`src/hw/rtl/dbfd_pkg.sv`:
```
// Shared types, constants and register codes for the detection box filter decoder.
package dbfd_pkg;

	localparam int MAX_ATTR = 256;
	localparam int POS_W = $clog2(MAX_ATTR + 1);
	localparam int IDX_W = $clog2(MAX_ATTR);
	localparam int VAL_W = 18;
	localparam int NUM_CLS = 5;
	localparam int CLS_W = 3;
	localparam int THR_W = 16;
	localparam int FRAME_W = 12;
	localparam int OUT_W = 16;
	localparam int DATA_W = 16;
	localparam int FIRST_CLS_POS = 5;
	localparam int MIN_ATTR = 6;
	localparam int Q_DEPTH = 2;
	localparam int Q_PTR_W = $clog2(Q_DEPTH);
	localparam int Q_CNT_W = $clog2(Q_DEPTH + 1);

	localparam logic [THR_W-1:0] OBJ_DEFAULT_THR = 16'd16384;
	localparam logic [THR_W-1:0] THR_RESET = 16'd16384;
	localparam logic [CLS_W-1:0] CLASSES_RESET = 3'd5;
	localparam logic [FRAME_W-1:0] FRAME_RESET = 12'd640;

	typedef enum logic [2:0] {
		REG_CLASSES = 3'd0,
		REG_THR0    = 3'd1,
		REG_THR1    = 3'd2,
		REG_THR2    = 3'd3,
		REG_THR3    = 3'd4,
		REG_THR4    = 3'd5,
		REG_FRAME_W = 3'd6,
		REG_FRAME_H = 3'd7
	} reg_idx_t;

	typedef struct packed {
		logic signed [VAL_W-1:0] cx;
		logic signed [VAL_W-1:0] cy;
		logic signed [VAL_W-1:0] w;
		logic signed [VAL_W-1:0] h;
		logic signed [VAL_W-1:0] obj;
		logic signed [VAL_W-1:0] best;
		logic [IDX_W-1:0]        bidx;
	} rec_t;

	typedef struct packed {
		logic [CLS_W-1:0]               classes;
		logic [NUM_CLS-1:0][THR_W-1:0]  thr;
		logic [FRAME_W-1:0]             fw;
		logic [FRAME_W-1:0]             fh;
	} cfg_t;

endpackage

```
`src/hw/rtl/dbfd_if.sv`:
```
// Handshake channels for attribute beats and for decoded box beats.
interface dbfd_attr_if;
	logic                                   valid;
	logic                                   ready;
	logic signed [dbfd_pkg::VAL_W-1:0]      attribute_value;
	logic                                   box_end;

	modport source(output valid, output attribute_value, output box_end, input ready);
	modport sink(input valid, input attribute_value, input box_end, output ready);
endinterface

interface dbfd_det_if;
	logic                           valid;
	logic                           ready;
	logic [dbfd_pkg::CLS_W-1:0]     class_id;
	logic [dbfd_pkg::OUT_W-1:0]     confidence;
	logic [dbfd_pkg::OUT_W-1:0]     box_left;
	logic [dbfd_pkg::OUT_W-1:0]     box_top;
	logic [dbfd_pkg::OUT_W-1:0]     box_width;
	logic [dbfd_pkg::OUT_W-1:0]     box_height;

	modport source(output valid, output class_id, output confidence, output box_left,
		output box_top, output box_width, output box_height, input ready);
	modport sink(input valid, input class_id, input confidence, input box_left,
		input box_top, input box_width, input box_height, output ready);
endinterface

```
`src/hw/rtl/dbfd_front.sv`:
```
// Front end: gathers one box record from attribute beats and keeps the running argmax.
module dbfd_front (
	input  logic             clk,
	input  logic             arst_n,
	dbfd_attr_if.sink        attr,
	input  logic             full,
	output logic             push,
	output dbfd_pkg::rec_t   rec
);

	logic [dbfd_pkg::POS_W-1:0] pos_q;
	logic [dbfd_pkg::POS_W-1:0] cnt_n;
	dbfd_pkg::rec_t             rec_q;
	dbfd_pkg::rec_t             rec_n;
	logic                       acc;

	assign attr.ready = !full;
	assign acc = attr.valid && attr.ready;

	always_comb begin
		rec_n = rec_q;
		cnt_n = pos_q;
		if (pos_q < dbfd_pkg::POS_W'(dbfd_pkg::MAX_ATTR)) begin
			cnt_n = pos_q + dbfd_pkg::POS_W'(1);
			if (pos_q == dbfd_pkg::POS_W'(0)) begin
				rec_n.cx = attr.attribute_value;
			end else if (pos_q == dbfd_pkg::POS_W'(1)) begin
				rec_n.cy = attr.attribute_value;
			end else if (pos_q == dbfd_pkg::POS_W'(2)) begin
				rec_n.w = attr.attribute_value;
			end else if (pos_q == dbfd_pkg::POS_W'(3)) begin
				rec_n.h = attr.attribute_value;
			end else if (pos_q == dbfd_pkg::POS_W'(4)) begin
				rec_n.obj = attr.attribute_value;
			end else if (pos_q == dbfd_pkg::POS_W'(dbfd_pkg::FIRST_CLS_POS)) begin
				rec_n.best = attr.attribute_value;
				rec_n.bidx = '0;
			end else if (attr.attribute_value > rec_q.best) begin
				rec_n.best = attr.attribute_value;
				rec_n.bidx = dbfd_pkg::IDX_W'(pos_q - dbfd_pkg::POS_W'(dbfd_pkg::FIRST_CLS_POS));
			end
		end
	end

	assign push = acc && attr.box_end && (cnt_n >= dbfd_pkg::POS_W'(dbfd_pkg::MIN_ATTR));
	assign rec = rec_n;

	always_ff @(posedge clk or negedge arst_n) begin
		if (!arst_n) begin
			pos_q <= '0;
		end else if (acc) begin
			pos_q <= attr.box_end ? '0 : cnt_n;
		end
	end

	always_ff @(posedge clk) begin
		if (acc) begin
			rec_q <= rec_n;
		end
	end

endmodule

```
`src/hw/rtl/dbfd_queue.sv`:
```
// Short record queue between the front end and the box math.
module dbfd_queue (
	input  logic             clk,
	input  logic             arst_n,
	input  logic             push,
	input  dbfd_pkg::rec_t   push_rec,
	output logic             full,
	input  logic             pop,
	output logic             head_valid,
	output dbfd_pkg::rec_t   head
);

	dbfd_pkg::rec_t               mem_q [dbfd_pkg::Q_DEPTH];
	logic [dbfd_pkg::Q_PTR_W-1:0] wr_ptr_q;
	logic [dbfd_pkg::Q_PTR_W-1:0] rd_ptr_q;
	logic [dbfd_pkg::Q_CNT_W-1:0] cnt_q;
	logic                         do_push;
	logic                         do_pop;

	assign full = (cnt_q == dbfd_pkg::Q_CNT_W'(dbfd_pkg::Q_DEPTH));
	assign head_valid = (cnt_q != '0);
	assign head = mem_q[rd_ptr_q];
	assign do_push = push && !full;
	assign do_pop = pop && head_valid;

	always_ff @(posedge clk or negedge arst_n) begin
		if (!arst_n) begin
			wr_ptr_q <= '0;
			rd_ptr_q <= '0;
			cnt_q <= '0;
		end else begin
			if (do_push) begin
				wr_ptr_q <= wr_ptr_q + dbfd_pkg::Q_PTR_W'(1);
			end
			if (do_pop) begin
				rd_ptr_q <= rd_ptr_q + dbfd_pkg::Q_PTR_W'(1);
			end
			if (do_push && !do_pop) begin
				cnt_q <= cnt_q + dbfd_pkg::Q_CNT_W'(1);
			end else if (do_pop && !do_push) begin
				cnt_q <= cnt_q - dbfd_pkg::Q_CNT_W'(1);
			end
		end
	end

	always_ff @(posedge clk) begin
		if (do_push) begin
			mem_q[wr_ptr_q] <= push_rec;
		end
	end

endmodule

```
`src/hw/rtl/dbfd_back.sv`:
```
// Back end: filters a record, scales and clips the box, and holds the result beat.
module dbfd_back (
	input  logic             clk,
	input  logic             arst_n,
	input  dbfd_pkg::cfg_t   cfg,
	input  logic             head_valid,
	input  dbfd_pkg::rec_t   head,
	output logic             pop,
	dbfd_det_if.source       det
);

	localparam int MUL_W = dbfd_pkg::VAL_W + 2 + dbfd_pkg::FRAME_W + 1;
	localparam int PROD_W = 2 * dbfd_pkg::VAL_W;
	localparam int CLIP_W = MUL_W + 1;
	localparam int FINE_SHIFT = 13;
	localparam int EDGE_SHIFT = 17;
	localparam int EDGE_PAD = CLIP_W - dbfd_pkg::FRAME_W - EDGE_SHIFT;
	localparam int SAT_HI = FINE_SHIFT + dbfd_pkg::OUT_W;

	typedef struct packed {
		logic                        ok;
		logic [dbfd_pkg::OUT_W-1:0]  start;
		logic [dbfd_pkg::OUT_W-1:0]  len;
	} axis_t;

	function automatic axis_t clip_axis(input logic signed [MUL_W-1:0] start,
			input logic signed [MUL_W-1:0] len, input logic [dbfd_pkg::FRAME_W-1:0] frame);
		logic signed [CLIP_W-1:0] s;
		logic signed [CLIP_W-1:0] n;
		logic signed [CLIP_W-1:0] lim;
		axis_t r;
		s = start[MUL_W-1] ? '0 : {start[MUL_W-1], start};
		n = {len[MUL_W-1], len};
		lim = $signed({{EDGE_PAD{1'b0}}, frame, {EDGE_SHIFT{1'b0}}});
		if (s + n > lim) begin
			n = lim - s;
		end
		r.ok = (n >= $signed(CLIP_W'(1) << FINE_SHIFT));
		r.start = (|s[CLIP_W-1:SAT_HI]) ? '1 : s[SAT_HI-1:FINE_SHIFT];
		r.len = (|n[CLIP_W-1:SAT_HI]) ? '1 : n[SAT_HI-1:FINE_SHIFT];
		return r;
	endfunction

	logic                              adv;
	logic [dbfd_pkg::CLS_W-1:0]        nclass;
	logic [dbfd_pkg::THR_W-1:0]        obj_thr;
	logic                              obj_ok;
	logic                              cls_ok;
	logic signed [dbfd_pkg::VAL_W+1:0] dx;
	logic signed [dbfd_pkg::VAL_W+1:0] dy;
	logic signed [dbfd_pkg::VAL_W+1:0] w2;
	logic signed [dbfd_pkg::VAL_W+1:0] h2;
	logic signed [dbfd_pkg::FRAME_W:0] fw_s;
	logic signed [dbfd_pkg::FRAME_W:0] fh_s;

	logic                              vld_s1;
	logic                              keep_s1;
	logic [dbfd_pkg::CLS_W-1:0]        cls_s1;
	logic [dbfd_pkg::THR_W-1:0]        thr_s1;
	logic signed [PROD_W-1:0]          prod_s1;
	logic signed [MUL_W-1:0]           l_s1;
	logic signed [MUL_W-1:0]           t_s1;
	logic signed [MUL_W-1:0]           wd_s1;
	logic signed [MUL_W-1:0]           hd_s1;

	logic                              conf_ok;
	axis_t                             ax;
	axis_t                             ay;

	logic                              valid_q;
	logic [dbfd_pkg::CLS_W-1:0]        class_q;
	logic [dbfd_pkg::OUT_W-1:0]        conf_q;
	logic [dbfd_pkg::OUT_W-1:0]        left_q;
	logic [dbfd_pkg::OUT_W-1:0]        top_q;
	logic [dbfd_pkg::OUT_W-1:0]        width_q;
	logic [dbfd_pkg::OUT_W-1:0]        height_q;

	assign adv = !valid_q || det.ready;
	assign pop = adv && head_valid;

	assign nclass = (cfg.classes > dbfd_pkg::CLS_W'(dbfd_pkg::NUM_CLS)) ?
		dbfd_pkg::CLS_W'(dbfd_pkg::NUM_CLS) : cfg.classes;
	assign obj_thr = (nclass != '0 && cfg.thr[0] != '0) ? cfg.thr[0] : dbfd_pkg::OBJ_DEFAULT_THR;
	assign obj_ok = !head.obj[dbfd_pkg::VAL_W-1] &&
		(head.obj[dbfd_pkg::VAL_W-2:0] >= {1'b0, obj_thr});
	assign cls_ok = head.bidx < dbfd_pkg::IDX_W'(nclass);

	assign dx = $signed({head.cx[dbfd_pkg::VAL_W-1], head.cx, 1'b0}) -
		$signed({{2{head.w[dbfd_pkg::VAL_W-1]}}, head.w});
	assign dy = $signed({head.cy[dbfd_pkg::VAL_W-1], head.cy, 1'b0}) -
		$signed({{2{head.h[dbfd_pkg::VAL_W-1]}}, head.h});
	assign w2 = $signed({head.w[dbfd_pkg::VAL_W-1], head.w, 1'b0});
	assign h2 = $signed({head.h[dbfd_pkg::VAL_W-1], head.h, 1'b0});
	assign fw_s = $signed({1'b0, cfg.fw});
	assign fh_s = $signed({1'b0, cfg.fh});

	always_ff @(posedge clk or negedge arst_n) begin
		if (!arst_n) begin
			vld_s1 <= 1'b0;
		end else if (adv) begin
			vld_s1 <= head_valid;
		end
	end

	always_ff @(posedge clk) begin
		if (adv) begin
			keep_s1 <= obj_ok && cls_ok;
			cls_s1 <= head.bidx[dbfd_pkg::CLS_W-1:0];
			thr_s1 <= cls_ok ? cfg.thr[head.bidx[dbfd_pkg::CLS_W-1:0]] : '0;
			prod_s1 <= head.obj * head.best;
			l_s1 <= dx * fw_s;
			t_s1 <= dy * fh_s;
			wd_s1 <= w2 * fw_s;
			hd_s1 <= h2 * fh_s;
		end
	end

	assign conf_ok = !prod_s1[PROD_W-1] &&
		(prod_s1[PROD_W-2:0] >= {3'b000, thr_s1, 16'h0000});
	assign ax = clip_axis(l_s1, wd_s1, cfg.fw);
	assign ay = clip_axis(t_s1, hd_s1, cfg.fh);

	always_ff @(posedge clk or negedge arst_n) begin
		if (!arst_n) begin
			valid_q <= 1'b0;
		end else if (adv) begin
			valid_q <= vld_s1 && keep_s1 && conf_ok && ax.ok && ay.ok;
		end
	end

	always_ff @(posedge clk) begin
		if (adv) begin
			class_q <= cls_s1;
			conf_q <= (|prod_s1[PROD_W-2:32]) ? '1 : prod_s1[31:16];
			left_q <= ax.start;
			top_q <= ay.start;
			width_q <= ax.len;
			height_q <= ay.len;
		end
	end

	assign det.valid = valid_q;
	assign det.class_id = class_q;
	assign det.confidence = conf_q;
	assign det.box_left = left_q;
	assign det.box_top = top_q;
	assign det.box_width = width_q;
	assign det.box_height = height_q;

endmodule

```
`src/hw/rtl/detection_box_filter_decode_top.sv`:
```
// Top level of the detection box filter decoder: configuration registers and the three parts.
//
//   Channel   Role     Beat
//   attr      sink     one Q2.16 attribute, box_end on the last one of a record
//   det       source   one decoded box: class, confidence, Q12.4 left/top/width/height
//   wr_*      write    register index and data, taken whenever wr_en is high
//
// One attribute beat is taken every cycle while the record queue has room.
// A passing box shows on det once its closing record has gone through the record
// queue, the multiply stage and the output register.
// A stall on det holds the math stages; the two-entry queue then fills and
// drops attr.ready. Reset clears the record position, queue and valid flags.
module detection_box_filter_decode_top (
	input  logic                           clk,
	input  logic                           arst_n,
	dbfd_attr_if.sink                      attr,
	dbfd_det_if.source                     det,
	input  logic                           wr_en,
	input  logic [2:0]                     wr_index,
	input  logic [dbfd_pkg::DATA_W-1:0]    wr_data
);

	dbfd_pkg::cfg_t cfg_q;
	dbfd_pkg::rec_t front_rec;
	dbfd_pkg::rec_t head;
	logic           push;
	logic           full;
	logic           pop;
	logic           head_valid;

	always_ff @(posedge clk or negedge arst_n) begin
		if (!arst_n) begin
			cfg_q.classes <= dbfd_pkg::CLASSES_RESET;
			cfg_q.thr <= {dbfd_pkg::NUM_CLS{dbfd_pkg::THR_RESET}};
			cfg_q.fw <= dbfd_pkg::FRAME_RESET;
			cfg_q.fh <= dbfd_pkg::FRAME_RESET;
		end else if (wr_en) begin
			case (dbfd_pkg::reg_idx_t'(wr_index))
				dbfd_pkg::REG_CLASSES: begin
					cfg_q.classes <= wr_data[dbfd_pkg::CLS_W-1:0];
				end
				dbfd_pkg::REG_THR0: begin
					cfg_q.thr[0] <= wr_data;
				end
				dbfd_pkg::REG_THR1: begin
					cfg_q.thr[1] <= wr_data;
				end
				dbfd_pkg::REG_THR2: begin
					cfg_q.thr[2] <= wr_data;
				end
				dbfd_pkg::REG_THR3: begin
					cfg_q.thr[3] <= wr_data;
				end
				dbfd_pkg::REG_THR4: begin
					cfg_q.thr[4] <= wr_data;
				end
				dbfd_pkg::REG_FRAME_W: begin
					cfg_q.fw <= wr_data[dbfd_pkg::FRAME_W-1:0];
				end
				dbfd_pkg::REG_FRAME_H: begin
					cfg_q.fh <= wr_data[dbfd_pkg::FRAME_W-1:0];
				end
				default: begin
					cfg_q <= cfg_q;
				end
			endcase
		end
	end

	dbfd_front u_front (
		.clk    (clk),
		.arst_n (arst_n),
		.attr   (attr),
		.full   (full),
		.push   (push),
		.rec    (front_rec)
	);

	dbfd_queue u_queue (
		.clk        (clk),
		.arst_n     (arst_n),
		.push       (push),
		.push_rec   (front_rec),
		.full       (full),
		.pop        (pop),
		.head_valid (head_valid),
		.head       (head)
	);

	dbfd_back u_back (
		.clk        (clk),
		.arst_n     (arst_n),
		.cfg        (cfg_q),
		.head_valid (head_valid),
		.head       (head),
		.pop        (pop),
		.det        (det)
	);

endmodule

```
`src/flat_wrapper.sv`:
```
// flat-port wrapper written by rule: the top's interface ports become plain ports
module detection_box_filter_decode_top_flat 
  (clk, arst_n, wr_en, wr_index, wr_data, attr_valid, attr_attribute_value, attr_box_end, attr_ready, det_valid, det_class_id, det_confidence, det_box_left, det_box_top, det_box_width, det_box_height, det_ready);
  dbfd_attr_if attr_i ();
  dbfd_det_if det_i ();
  input  logic clk;
  input  logic arst_n;
  input  logic wr_en;
  input  logic [2:0] wr_index;
  input  logic [dbfd_pkg::DATA_W-1:0] wr_data;
  input wire logic [$bits(attr_i.valid)-1:0] attr_valid;
  input wire logic [$bits(attr_i.attribute_value)-1:0] attr_attribute_value;
  input wire logic [$bits(attr_i.box_end)-1:0] attr_box_end;
  output wire logic [$bits(attr_i.ready)-1:0] attr_ready;
  output wire logic [$bits(det_i.valid)-1:0] det_valid;
  output wire logic [$bits(det_i.class_id)-1:0] det_class_id;
  output wire logic [$bits(det_i.confidence)-1:0] det_confidence;
  output wire logic [$bits(det_i.box_left)-1:0] det_box_left;
  output wire logic [$bits(det_i.box_top)-1:0] det_box_top;
  output wire logic [$bits(det_i.box_width)-1:0] det_box_width;
  output wire logic [$bits(det_i.box_height)-1:0] det_box_height;
  input wire logic [$bits(det_i.ready)-1:0] det_ready;
  assign attr_i.valid = attr_valid;
  assign attr_i.attribute_value = attr_attribute_value;
  assign attr_i.box_end = attr_box_end;
  assign attr_ready = attr_i.ready;
  assign det_valid = det_i.valid;
  assign det_class_id = det_i.class_id;
  assign det_confidence = det_i.confidence;
  assign det_box_left = det_i.box_left;
  assign det_box_top = det_i.box_top;
  assign det_box_width = det_i.box_width;
  assign det_box_height = det_i.box_height;
  assign det_i.ready = det_ready;
  detection_box_filter_decode_top u_core (.clk(clk), .arst_n(arst_n), .attr(attr_i), .det(det_i), .wr_en(wr_en), .wr_index(wr_index), .wr_data(wr_data));
endmodule
```
`config.mk`:
```
export PLATFORM = sky130hd
export DESIGN_NAME = detection_box_filter_decode_top_flat
export DESIGN_NICKNAME = d
export VERILOG_FILES = /design/src/hw/rtl/dbfd_pkg.sv /design/src/hw/rtl/dbfd_if.sv /design/src/hw/rtl/dbfd_front.sv /design/src/hw/rtl/dbfd_queue.sv /design/src/hw/rtl/dbfd_back.sv /design/src/hw/rtl/detection_box_filter_decode_top.sv /design/src/flat_wrapper.sv
export SDC_FILE = /design/constraint.sdc
export NUM_CORES = 2
export LEC_CHECK = 0
export ABC_CLOCK_PERIOD_IN_PS = 13900
export BUFFER_PORTS_ARGS = -buffer_cell sky130_fd_sc_hd__buf_2
export CORE_AREA = 2 2 384 386
export CTS_BUF_LIST = sky130_fd_sc_hd__clkbuf_2
export CTS_CLUSTER_SIZE = 16
export DETAILED_ROUTE_END_ITERATION = 10
export DIE_AREA = 0 0 386 388
export HOLD_SLACK_MARGIN = 0.05
export PLACE_DENSITY = 0.71
export SLEW_MARGIN = 25
export SYNTH_ARGS = -nofsm -noshare
export SYNTH_HDL_FRONTEND = slang
export SYNTH_SLANG_ARGS = --single-unit
```
`constraint.sdc`:
```
create_clock -name clk -period 13.9 [get_ports clk]
set_input_delay 2.78 -clock clk [delete_from_list [all_inputs] [get_ports clk]]
set_output_delay 2.78 -clock clk [all_outputs]
set_load 0.02 [all_outputs]
```
## Word-level counts from Yosys, hierarchy flattened

Memories as Yosys holds them, arrays and structs flattened.
Cells that the tools add are included.
Widths: inputs -> output; s select.

| cells by class | value |
|---|---|
| add/subtract/negate cells | 12 |
| multipliers | 5 |
| div/mod/pow operators | 0 |
| $lt $le $gt $ge | 12 |
| equal/unequal tests | 13 |
| shift-type cells | 0 |
| multiplexer cells | 27 |
| bitwise operators | 0 |
| reductions and logical operators | 42 |

Operators by type and width:

| operator | number |
|---|---|
| $mux 116 | 1 |
| $mux 98 | 1 |
| $mux 18 | 5 |
| $mux 80 | 1 |
| $mux 26 | 3 |
| $add 33x32->34 | 2 |
| $ge 34x15->1 const B | 2 |
| $gt 34x30->1 | 2 |
| $mux 34 | 2 |
| $mul 20x13->33 | 2 |
| $sub 29x32->33 | 2 |
| $mux 32 | 2 |
| $mul 18x13->31 | 2 |
| $mux 62 | 1 |
| $bmux 16 s3 | 1 |
| $mux 44 | 1 |
| $sub 19x18->20 | 2 |
| $mul 18x18->36 | 1 |
| $ge 35x32->1 | 1 |
| $mux 16 | 2 |
| $reduce_or 5->1 | 4 |
| $eq 9x2->1 const B | 2 |
| $eq 9x3->1 const B | 2 |
| $gt 18x18->1 | 1 |
| 30 further kinds | 66 |

| storage, ports and cells | value |
|---|---|
| bits in registers | 505 |
| latch bits | 0 |
| RAM bits | 232 |
| bits in read-only memories | 0 |
| bits of input ports | 43 |
| output and inout port bits | 85 |
| word-level logic and storage cells | 147 |
| memories | 1 |

Memories:

| memory | depth | width | rd ports | clocked after Yosys merged registers in | write ports | line | RTL |
|---|---|---|---|---|---|---|---|
| u_core.u_queue.mem_q | 2 | 116 | 1 | 0 | 1 | dbfd_queue.sv:13 | `dbfd_pkg::rec_t mem_q [dbfd_pkg::Q_DEPTH];` |

## Logic depth before layout (Yosys ltp)

| depth | value |
|---|---|
| depth in word-level cells | 10 |
| depth in mapped cells | 43 |
| mapped depth without buffers | 38 |

## Hierarchy

Synthesis repeated with hierarchy kept, for this count alone.

| unflattened totals | value |
|---|---|
| cell total of the unflattened synthesis | 7,954 |
| area total of the unflattened synthesis | 81,813.5 um^2 |

By module, submodules not included:

| module | instances | cells an instance | area an instance (um^2) | seq. area each (um^2) |
|---|---|---|---|---|
| dbfd_back | 1 | 6,900 | 62,804.0 | 8,007.7 |
| dbfd_queue | 1 | 380 | 8,679.6 | 7,066.8 |
| dbfd_front | 1 | 439 | 6,258.5 | 3,708.6 |
| detection_box_filter_decode_top | 1 | 235 | 4,071.4 | 2,691.3 |

## Worst setup path after synthesis

OpenSTA, ideal clock, no wires.

| timing path | value |
|---|---|
| path type | input-to-reg |
| from | in det_ready |
| to | reg u_core.u_queue.cnt_q[1] (netlist bit) |
| library setup time | 0.079 ns |
| arrival | 11.630 ns |
| data required time | 13.821 ns |
| path slack | 2.191 ns |
| stages | 5 |
| buffers on the path | 0 |
| cells stage by stage | nand2b_1 o21ai_0 ha_1 nor2_1 xor2_1 |

| on the way | value |
|---|---|
| cells in the longest elaborated chain, start to end | 6 |
| elaborated cells on any way between the ends | 8 |
| those cells by class | mux (1); reduce/logical (7) |

Ends and longest elaborated chain:

| element | line | RTL |
|---|---|---|
| from (decl) | flat_wrapper.sv:22 | `input wire logic [$bits(det_i.ready)-1:0] det_ready;` |
| $logic_or 1x1->1 * | dbfd_back.sv:78 | `assign adv = !valid_q \|\| det.ready;` |
| $logic_and 1x1->1 * | dbfd_back.sv:79 | `assign pop = adv && head_valid;` |
| $logic_and 1x1->1 * | dbfd_queue.sv:24 | `assign do_pop = pop && head_valid;` |
| $logic_not 1->1 | dbfd_queue.sv:38 | `if (do_push && !do_pop) begin` |
| $logic_and 1x1->1 | dbfd_queue.sv:38 |  |
| $mux 2 / $reduce_bool 2->1 (equally long branches) | n/a |  |
| to (signal assigned) | dbfd_queue.sv:39 | `cnt_q <= cnt_q + dbfd_pkg::Q_CNT_W'(1);` |
| to (signal assigned) | dbfd_queue.sv:41 | `cnt_q <= cnt_q - dbfd_pkg::Q_CNT_W'(1);` |
| to (decl) | dbfd_queue.sv:16 | `logic [dbfd_pkg::Q_CNT_W-1:0] cnt_q;` |

Every way passes the cells marked *; elsewhere a longest branch is shown, timed or not.
A chain may end at the register's enable or synchronous reset.

## Final worst setup path

| timing path | value |
|---|---|
| from | reg u_core.u_queue.rd_ptr_q |
| to | reg u_core.u_back.t_s1[32], data pin |

| on the way | value |
|---|---|
| cells in the longest elaborated chain, start to end | 3 |

Ends and longest elaborated chain:

| element | line | RTL |
|---|---|---|
| from (decl) | dbfd_queue.sv:15 | `logic [dbfd_pkg::Q_PTR_W-1:0] rd_ptr_q;` |
| from (signal assigned) | dbfd_queue.sv:36 | `rd_ptr_q <= rd_ptr_q + dbfd_pkg::Q_PTR_W'(1);` |
| $mem_v2 2x116 | n/a |  |
| $sub 19x18->20 | dbfd_back.sv:90 | `assign dy = $signed({head.cy[dbfd_pkg::VAL_W-1], head.cy, 1'b0}) -` |
| $mul 20x13->33 | dbfd_back.sv:112 | `t_s1 <= dy * fh_s;` |
| to (signal assigned) | dbfd_back.sv:112 |  |
| to (decl) | dbfd_back.sv:62 | `logic signed [MUL_W-1:0] t_s1;` |

No other way between the ends.

==> flow_summary.toml <==
[outcome]
outcome = "complete, no violations"

[sta]
fin_crit_sh = 0.808
skew_ns = 0.155
timing.fmax_mhz = 89.0
final-hold-violation-count = 0
worstMarginPinSlew_ns = 1.21
rsz0062_at_grt = "false"
period_minus_slack_ns = 11.24
report.final.slew_viol_count = 0
finalSetupViolCount = 0
tns_ns = 0
relSlewSlack = 0.190

[clocking]
postCtsSetupRepairBufs = 0
cts_sinks = 735
cts.clk_slew.worst_paths_ns = 0.11
cts_resized = 0
root_buffer = "clkbuf_2"
cts_hold_buf = 0
clk_latency_ns = 1.76
clock_path_buffers = 3
cts_max_level = 4
cts_buffers = 188
cts_tree = "done"

[synth]
synth-edff-count = 613
synth_area_um2 = 79800
avgSynthCellArea_um2 = 10.3
synthCells = 7716
syn_nets = 9510
yosys_most_used_dff = "edfxtp_1"
synth_cell_types = 92
yosysSeqAreaShare = 0.269
ys_ff_latch = 735
async_flop_share = 0.166
ys.warnings.count = 0

[detailed_routing]
firstDrtPassIters = 6
num_vias = 55772
routed_wl_um = 200000
antenna_left = 0
wire_per_inst_um = 20.1
drc = 0
vias_per_cell = 5.61
drt_iter0_drc = 4040

[global_routing]
track_usage = 0.275
grt_first_pass_wirelength_um = 319000
antenna_found_initial = 17
grt_pass1_vias = 58432
overflow = 0
grt_max_degree = 80

[finish]
drive_gt1_frac = 0.111
fin_nets = 9666
synthToLayoutAreaGrowth_pct = 6.14

[setup_path]
r2r-start = "u_core.u_queue.rd_ptr_q$_DFFE_PN0P_"
arrival_ns = 12.70
cpMaxStageDelayCell = "dfrtp_4"
cpPeakStageDelay_ns = 0.82
critPathRequiredTime_ns = 15.37
startpoint = "u_core.u_queue.rd_ptr_q$_DFFE_PN0P_"
crit_buf_inv = 3
critPathKind = "flip-flop to flip-flop"
path_max_fanout = 38
end_kind = "flip-flop"
cp-start-kind = "flip-flop"
cp_top_family = "compound AO/OA/AOI/OAI gates"
path_common_cell = "fa_1"

[min_path]
worstHoldStart = "u_core.u_back.cls_s1[1]$_DFFE_PN_"
worstHoldPathType = "flip-flop to flip-flop"

[placed_design]
port_buffers = 127
dp_hpwl_um = 155000
gp_congestion = 0.922

[floorplan]
io_pins = 128
die_height_um = 388
start_util = 0.550
core_area_um2 = 145000
floorplan.rows = 140
fp.dieW_um = 386
die-area_um2 = 150000

[job]
max-cap-violations = 0
## per-stage QoR
step / setup WS, ns / std cells / hold WS (ns) / util / cell area, um^2
2_1_floorplan: 2.19 / 7716 / 0.400 / - / 79800
3_3_place_gp: 3.16 / 9597 / 0.403 / 0.569 / 82600
3_5_place_dp: 2.79 / 9598 / 0.407 / 0.569 / 82700
4_1_cts: 2.81 / 9932 / 0.448 / 0.583 / 84600
5_1_grt: 2.04 / 9939 / 0.457 / 0.583 / 84700
6_report: 2.66 / 9950 / 0.445 / 0.583 / 84700
## cell usage in the layout (no fill, tap or decap), types with 73 or more instances in the layout
| cell | count |
|---|---|
| o21ai_0 | 138 |
| nor2_1 | 502 |
| dfrtp_1 | 110 |
| inv_1 | 1478 |
| nor3_1 | 87 |
| buf_4 | 74 |
| mux2_2 | 296 |
| a21o_1 | 98 |
| and2_1 | 233 |
| ha_1 | 586 |
| a21oi_1 | 227 |
| clkbuf_2 | 264 |
| nor2b_1 | 73 |
| edfxtp_1 | 613 |
| nand2b_1 | 78 |
| fa_1 | 1165 |
| buf_2 | 126 |
| nand2_1 | 903 |
| xnor2_1 | 192 |
## synth_stat cells, drive strengths merged, types with 8 or more instances
library cell	count	area, um^2
a211oi	10	75.1
a21boi	12	90.1
a21o	98	736
a21oi	227	1140
a22oi	20	150
a31oi	25	156
a41oi	8	70.1
and2	235	1470
and3	26	163
buf	35	151
clkbuf	205	769
clkinv	12	45.0
dfrtp	111	2780
dfstp	11	289
edfxtp	613	18400
fa	1165	23300
ha	586	7330
inv	1478	5550
mux2	296	3330
mux2i	57	571
mux4	16	360
nand2	903	3390
nand2b	79	494
nand3	47	235
nand4	35	219
nand4b	9	78.8
nor2	504	1900
nor2b	74	463
nor3	92	460
nor4	37	231
o211ai	21	163
o21a	47	353
o21ai	142	711
o21bai	31	233
o22ai	8	56.3
o31a	9	78.8
o31ai	10	80.1
o41ai	8	96.4
or2	11	68.8
or3	18	113
or4	11	82.6
xnor2	199	1740
xor2	67	587
## per-layer routing
metal,vias up,GRT usage,share of wire
li1,25113,-,-
met1,28269,0.379,0.42
met2,1990,0.445,0.48
met3,398,0.0402,0.069
met4,2,0.0932,0.033
met5,-,0,0.000065
## final cells by class
| class | instances | area (um^2) |
|---|---|---|
| clock inverter | 70 | 588 |
| timing repair buffer | 206 | 1270 |
| inverter | 1490 | 5600 |
| multi-input combinational | 5251 | 52000 |
| sequential | 735 | 21500 |
| antenna | 17 | 42.5 |
| clock buffer | 264 | 1320 |
| tap | 1917 | 2400 |
| fill | 12209 | 60500 |
## cell families after synthesis
family | Yosys count | synth area share
AO/OA/AOI/OAI | 755 | 0.0622
XOR/XNOR | 266 | 0.0292
adder cells (fa/ha/maj) | 1756 | 0.385
buffers and inverters | 1730 | 0.0816
flip-flops | 735 | 0.269
multiplexers | 369 | 0.0534
AND/OR/NAND/NOR | 2105 | 0.120
## final timing paths
kind / to / slack, ns / cells after the start
max: u_core.u_back.t_s1[32]$_DFFE_PN_ / 2.66 / 34
min: u_core.u_back.det.class_id[1]$_DFFE_PN_ / 0.45 / 0
max reg2reg: u_core.u_back.t_s1[32]$_DFFE_PN_ / 2.66 / 34
min reg2reg: u_core.u_back.det.class_id[1]$_DFFE_PN_ / 0.45 / 0
max in group asynchronous: u_core.u_front.pos_q[6]$_DFFE_PN0P_ / 11.31 / 2
min in group asynchronous: u_core.cfg_q[62]$_DFFE_PN0P_ / 1.06 / 1
## state kept, by name (all words and copies together), names as in the netlist, 2 cells and up
| name | cells |
|---|---|
| u_core.u_queue.cnt_q | 2 |
| u_core.u_front.pos_q | 9 |
| u_core.u_back.det.box_width | 16 |
| u_core.u_back.wd_s1 | 30 |
| u_core.u_back.cls_s1 | 3 |
| u_core.cfg_q | 107 |
| u_core.u_back.prod_s1 | 36 |
| u_core.u_back.det.box_height | 16 |
| u_core.u_back.thr_s1 | 16 |
| u_core.u_back.hd_s1 | 30 |
| u_core.u_back.l_s1 | 33 |
| u_core.u_back.t_s1 | 33 |
| u_core.u_front.rec_q | 116 |
| u_core.u_back.det.box_top | 16 |
| u_core.u_queue.mem_q | 232 |
| u_core.u_back.det.confidence | 16 |
| u_core.u_back.det.box_left | 16 |
| u_core.u_back.det.class_id | 3 |
Power is not shown: default switching activity piles up to over one toggle a cycle in this logic, so the estimate is an artifact.
